`src/design/rdq_wrap.sv`:
```
`timescale 1ns / 1ps
// ----------------------------------------------------------------------------
// rdq_wrap
// Shared index unit: adds a logical offset to the head and wraps the sum
// back into the ring with one compare and subtract.
// ----------------------------------------------------------------------------
module rdq_wrap #(
  parameter int DEPTH = 1024
) (
  input  logic [$clog2(DEPTH)-1:0] base,
  input  logic [$clog2(DEPTH)-1:0] offset,
  output logic [$clog2(DEPTH)-1:0] index
);
  localparam int AW = $clog2(DEPTH);
  localparam logic [AW:0] DEPTH_W = (AW + 1)'(DEPTH);

  logic [AW:0] sum;
  logic [AW:0] wrapped;

  // both operands are below the depth, so one subtract is enough
  always_comb begin
    sum     = {1'b0, base} + {1'b0, offset};
    wrapped = (sum >= DEPTH_W) ? (sum - DEPTH_W) : sum;
    index   = wrapped[AW-1:0];
  end

endmodule

```
`config.mk`:
```
export PLATFORM = sky130hd
export DESIGN_NAME = rdq_wrap
export DESIGN_NICKNAME = d
export VERILOG_FILES = /design/src/design/rdq_wrap.sv
export SDC_FILE = /design/constraint.sdc
export NUM_CORES = 1
export LEC_CHECK = 0
export BUFFER_PORTS_ARGS = -buffer_cell sky130_fd_sc_hd__buf_2
export CAP_MARGIN = 20
export CORE_AREA = 2 2 39 41
export DETAILED_ROUTE_END_ITERATION = 12
export DIE_AREA = 0 0 41 43
export MAX_ROUTING_LAYER = met4
export SYNTH_ARGS = -nofsm -noshare
export SYNTH_HDL_FRONTEND = slang
export SYNTH_SLANG_ARGS = --single-unit
```
`constraint.sdc`:
```
create_clock -name vclk -period 2.7
set_input_delay 0.135 -clock vclk [all_inputs]
set_output_delay 0.135 -clock vclk [all_outputs]
set_load 0.1 [all_outputs]
```
Word-level counts from Yosys, hierarchy flattened
Cells that the tools add are included.
{ "op_classes": {"add_sub_neg": 2, "magnitude_cmp": 1, "muxes": 1} }
{ "ops": {"columns": ["op", "n"], "rows": [
  ["$add A10 B10 Y11", 1],
  ["$ge A11 B11 Y1 const B", 1],
  ["$mux W10", 1],
  ["$sub A10 B1 Y10 const B", 1]
]} }
{ "totals": {"word_cells": 4, "inputBits": 20, "register_bits": 0, "output_inout_bits": 10} }

Logic depth before layout (Yosys ltp)
Gate-level depths: netlist of run 1.
{ "logic_depth": {"ltp_word": 3, "mapped_depth": 7, "mapped_depth_nobuf": 7} }

Least setup slack after synthesis of run 1
Ideal clock, no wire load.
{ "synth_timing": {"path_kind": "in2out", "startpoint": "in offset[0]", "endpoint": "out index[8]", "arrival_ns": 2.701, "required_time_ns": 2.565, "stages": 7, "slack_ns": -0.136, "path_buffers": 0, "cell_sequence": "ha_1 -> inv_1 -> fa_1 -> nand2b_1 -> a21oi_1 -> a221oi_2 -> xnor2_1"} }
{ "synth_via": {"elab_chain_cells": 3, "elab_cells_between_ends": 4, "cone_classes": "add/sub (2); order compare (1); mux (1)"} }
{ "synth_rtl": {"columns": ["item", "line_no", "rtl"], "rows": [
  ["from (decl)", "11", "input logic [$clog2(DEPTH)-1:0] offset,"],
  ["$add A10 B10 Y11 *", "22", "sum = {1'b0, base} + {1'b0, offset};"],
  ["$sub A10 B1 Y10 / $ge A11 B11 Y1 (equally long branches)", "23", "wrapped = (sum >= DEPTH_W) ? (sum - DEPTH_W) : sum;"],
  ["$mux W10 *", "23", null],
  ["to (decl)", "12", "output logic [$clog2(DEPTH)-1:0] index"]
]} }
Mark *: on every way between the ends. The rest lies on a longest branch, timed or not.

Worst setup path in the final report of run 1
{ "layout_timing": {"startpoint": "in offset[5]", "endpoint": "out index[8]"} }
The elaborated chain is that of the path after synthesis.

==> flow_summary.yaml, run 1 <==
timing:
  max_freq_ghz: 0.4872
  rsz0062_at_grt: "no"
  timing.slew.headroom_pct: 67.94
  timing.final.crit_period_ns: 2.053
  drv_slew: 0
  tightest_slew_ns: 0.4843
  min_period_over_period_pct: 76.03
  setup_viol: 0
  setup_tns_ns: 0
  hold_viol: 0
cells_and_area:
  layout.area.seq_um2: 0
  post-route-util_pct: 41.23
  num-nets-final: 113
  area_growth_pct: 48.05
  drive_gt1_share_pct: 40.74
  flops_and_latches: 0
  antenna_cells: 0
  nClkBuffers: 0
  final_area_um2: 570.5
logic_synthesis:
  postSynthCellCount: 51
  synth.avg_cell_area_um2: 7.556
  yosysTopAreaCell: "ha_1"
  synth.distinct_cells: 17
  synth_area_um2: 385.4
  synth_commonest_cells: "9 x ha_1, 7 x xnor2_1, 6 x inv_1"
  synth-seq-area-share_pct: 0
  ys_warn_count: 0
  synth_top_area_share_pct: 29.22
  synth_area_leaders: "ha_1 29%, xnor2_1 16%, nand3_1 6.5%, inv_1 5.8%, a21oi_1 5.2%"
  synth.most_common_cell: "ha_1"
  syn_nets: 81
grt:
  grt_pass1_wl_um: 1359
  grt_max_degree: 7
  grt_pass1_vias: 391
  antenna_found_initial: 0
  grt_overflow: 0
  grt_usage_pct: 10.25
route:
  drc: 0
  firstDrtPassIters: 1
  vias_per_cell: 4.639
  drt_iter0_markers: 0
  wl_per_cell_um: 8.608
  ant_nets: 0
  finalWirelength_um: 835
  num_vias: 450
power_and_ir_drop:
  p_int_w: 0.00007638
  clkPwrFrac_pct: 0
  power.switching_w: 0.0002864
  combPwrFrac_pct: 100.0
  p_leak_nw: 0.3157
  power_frac_seq_pct: 0
  ir_drop_mv: 0.2361
  power.density_nw_per_um2: 635.8
  p_sw_share_pct: 78.94
job:
  max_cap_violations: 0
floorplan:
  io_pins: 30
  die_w_um: 41
  die_h_um: 43
  coreArea_um2: 1384
  start_util_pct: 27.85
  row_count: 14
  fp.dieArea_um2: 1763
worst_setup_path:
  startpoint: "offset[5]"
  critPathArrivalTime_ns: 1.92
  required_ns: 2.57
  critical_path_class: "in2out"
  crit_path_end: "index[8]"
  crit_path_start_kind: "primary input"
  end_kind: "primary output"
  crit_fanout: 5
cts:
  ctsHoldBuffers: 0
  post_cts_buffers: 0
  cts_resized: 0
placed_design:
  post_dp_cell_area_um2: 570.5
  place.gp.congestion: 0.7347
  dp_hpwl_um: 769.7
  port_buffers: 30
status:
  status: "complete, no violations"
hold_path:
  min_path_type: "in2out"
## worst min path at each step
stage | from | end | slack (ns) | cells after the start
after floorplan | base[8] | index[8] | 0.80 | 2
after global placement | offset[9] | index[9] | 0.81 | 4
after detailed placement | offset[9] | index[9] | 0.81 | 4
after CTS | offset[9] | index[9] | 0.81 | 4
after global routing | base[0] | index[0] | 0.84 | 3
final | offset[9] | index[9] | 0.81 | 4
## layout make-up
cell class | instances | area (µm²)
repair buffers | 30 | 150.1
inverters | 6 | 22.52
well taps | 16 | 20.02
fillers | 163 | 813.3
multi-input cells | 45 | 377.9
## placed cells by master (no fill, tap or decap)
master    synthesis  layout
a21o_1            2       2
a21oi_1           4       4
a221oi_2          1       1
a31oi_1           2       2
and2_1            1       1
buf_2             0      30
fa_1              1       1
ha_1              9       9
inv_1             6       6
nand2_1           2       2
nand2b_1          1       1
nand3_1           5       5
nor2_1            4       4
o211ai_1          2       2
o21ai_0           1       1
o221ai_1          1       1
xnor2_1           7       5
xnor2_2           0       2
xor2_1            2       2
## worst max-delay path: stages
cell	delay, ns
buf_2	0.10
ha_1	0.36
a21o_1	0.22
a21o_1	0.20
a221oi_2	0.33
xnor2_2	0.14
buf_2	0.43
## power by group through the flow
| stage | combinational (W) | clock (W) | sequential [W] |
|---|---|---|---|
| CTS | 0.000365 | 0 | 0 |
| global placement | 0.000363 | 0 | 0 |
| global route | 0.000380 | 0 | 0 |
| floorplan | 0.000312 | 0 | 0 |
| finish | 0.000363 | 0 | 0 |
| detailed placement | 0.000364 | 0 | 0 |
## per-stage QoR
stage | hold slack, ns | worst slack, ns | cells | power, W
2_1_floorplan | 0.7966 | 0.002467 | 51 | 0.0003122
3_3_place_gp | 0.8108 | 0.6747 | 97 | 0.0003631
3_5_place_dp | 0.8116 | 0.6446 | 97 | 0.0003641
4_1_cts | 0.8134 | 0.6435 | 97 | 0.0003650
5_1_grt | 0.8439 | 0.5663 | 97 | 0.0003803
6_report | 0.8112 | 0.6473 | 97 | 0.0003627
## layer usage
metal	GRT usage (%)	share of wire [%]	up-vias
met5	-	0	-
met3	0	9.1	0
met4	0	0	0
met2	19.38	47	20
li1	-	-	244
met1	12.06	43	186
## kinds of logic after synthesis
logic type	Yosys count	share of synthesized area, %
AOI/OAI and AO/OA	13	23.70
and+or+nand+nor	13	15.59
buffers and inverters	6	5.844
xor gates and xnor gates	9	20.46
adders and majority gates	10	34.42
Power figures use the tool's default switching activity.
==> inputs of run 2 (changes only) <==
==> constraint.sdc (replaced) <==
create_clock -name vclk -period 2
set_input_delay 0.1 -clock vclk [all_inputs]
set_output_delay 0.1 -clock vclk [all_outputs]
set_load 0.1 [all_outputs]
==> flow_summary.yaml, run 2 (synthesis results as in run 1) <==
cells_and_area:
  area_growth_pct: 82.14
  multi_input_area_um2: 411.6
  layout_commonest_cell: "buf_2"
  nClkBuffers: 0
  final_area_um2: 701.9
  final_cell_mix: "24 x buf_2, 9 x ha_1, 6 x inv_1, 6 x buf_12, 5 x nand3_1"
  num-nets-final: 114
  antenna_cells: 0
  layout.area.seq_um2: 0
  drive_gt1_share_pct: 45.12
  fillers: 132
  flops_and_latches: 0
cts:
  post_cts_buffers: 0
  ctsHoldBuffers: 0
  cts_resized: 0
floorplan:
  io_pins: 30
  die_h_um: 43
  row_count: 14
  die_w_um: 41
  start_util_pct: 27.85
  coreArea_um2: 1384
  fp.dieArea_um2: 1763
power_and_ir_drop:
  fin_total_pwr_w: 0.0006172
  p_int_w: 0.0002046
  combPwrFrac_pct: 100.0
  p_sw_share_pct: 66.85
  p_leak_nw: 0.3726
  power.switching_w: 0.0004126
  ir_drop_mv: 0.3456
  power_frac_seq_pct: 0
  clkPwrFrac_pct: 0
  power.density_nw_per_um2: 879.4
grt:
  grt_usage_pct: 11.92
  top_usage_layer: "met2"
  grt.met1_usage_pct: 14.74
  grt_pass1_wl_um: 1573
  antenna_found_initial: 0
  grt_pass1_vias: 426
  use_met3_pct: 0
  grt_overflow: 0
  grt_max_degree: 7
  grtUsageMet2_pct: 21.88
route:
  ant_nets: 0
  finalWirelength_um: 915
  drc: 0
  vias_per_cell: 4.735
  wl_per_cell_um: 9.337
  firstDrtPassIters: 4
  drt_iter0_markers: 9
  num_vias: 464
placed_design:
  dp_hpwl_um: 832.2
  pre_cts_slack_ns: 0.2344
  post_dp_cell_area_um2: 701.9
  place.gp.congestion: 0.6959
  port_buffers: 30
worst_setup_path:
  crit_path_start_kind: "primary input"
  required_ns: 1.90
  critPathArrivalTime_ns: 1.66
  end_kind: "primary output"
  crit_fanout: 2
  critical_path_class: "in2out"
timing:
  max_freq_ghz: 0.5693
  rsz0062_at_grt: "no"
  timing.final.crit_period_ns: 1.757
  timing.slew.headroom_pct: 67.92
  hold_viol: 0
  min_period_over_period_pct: 87.83
  setup_ws_ns: 0.2435
  setup_viol: 0
  drv_slew: 0
  tightest_slew_ns: 0.4845
job:
  max_cap_violations: 0
status:
  status: "complete, no violations"
hold_path:
  min_path_type: "in2out"
-- run 2: changes by cell type in the layout (fill, tap and decap cells not counted), sizes merged --
cell,previous run,this run
buf,30,31
-- run 2: cell type report --
| type | count | area share [%] |
|---|---|---|
| inverters | 6 | 3.209 |
| multi-input cells | 45 | 58.65 |
| well taps | 16 | 2.852 |
| repair buffers | 31 | 35.29 |
-- run 2: critical path, stage by stage --
cell and delay, ns:
buf_2 0.08, ha_1 0.15, inv_1 0.05, fa_1 0.39
nand2b_1 0.18, a21oi_1 0.21, nor2_1 0.14, xnor2_4 0.17
buf_12 0.19
-- run 2: power groups by stage --
stage	registers (W)	logic, W	clock network, W
CTS	0	0.000621	0
finish	0	0.000617	0
global route	0	0.000644	0
detailed placement	0	0.000619	0
global placement	0	0.000616	0
floorplan	0	0.000443	0
-- run 2: per-stage QoR --
step	cells	hold slack, ns	setup TNS, ns	util (%)
detailed placement	98	0.6898	0	50.72
finish	98	0.6871	0	50.72
global placement	98	0.6899	0	50.72
CTS	98	0.6933	0	50.72
floorplan	51	0.6994	-1.314	-
global route	98	0.7028	0	50.72
-- run 2: path summary, 6_finish.rpt --
path  startpoint  endpoint  slack (ns)  depth (start not counted)
min    offset[9]  index[9]        0.69                          4
max    offset[0]  index[6]        0.24                          9
-- run 2: routing by layer --
layer / part of all wire, % / wire length, µm
met5: 0 / 0
met4: 0 / 0
met3: 7.3 / 67
met2: 52 / 472
met1: 41 / 375
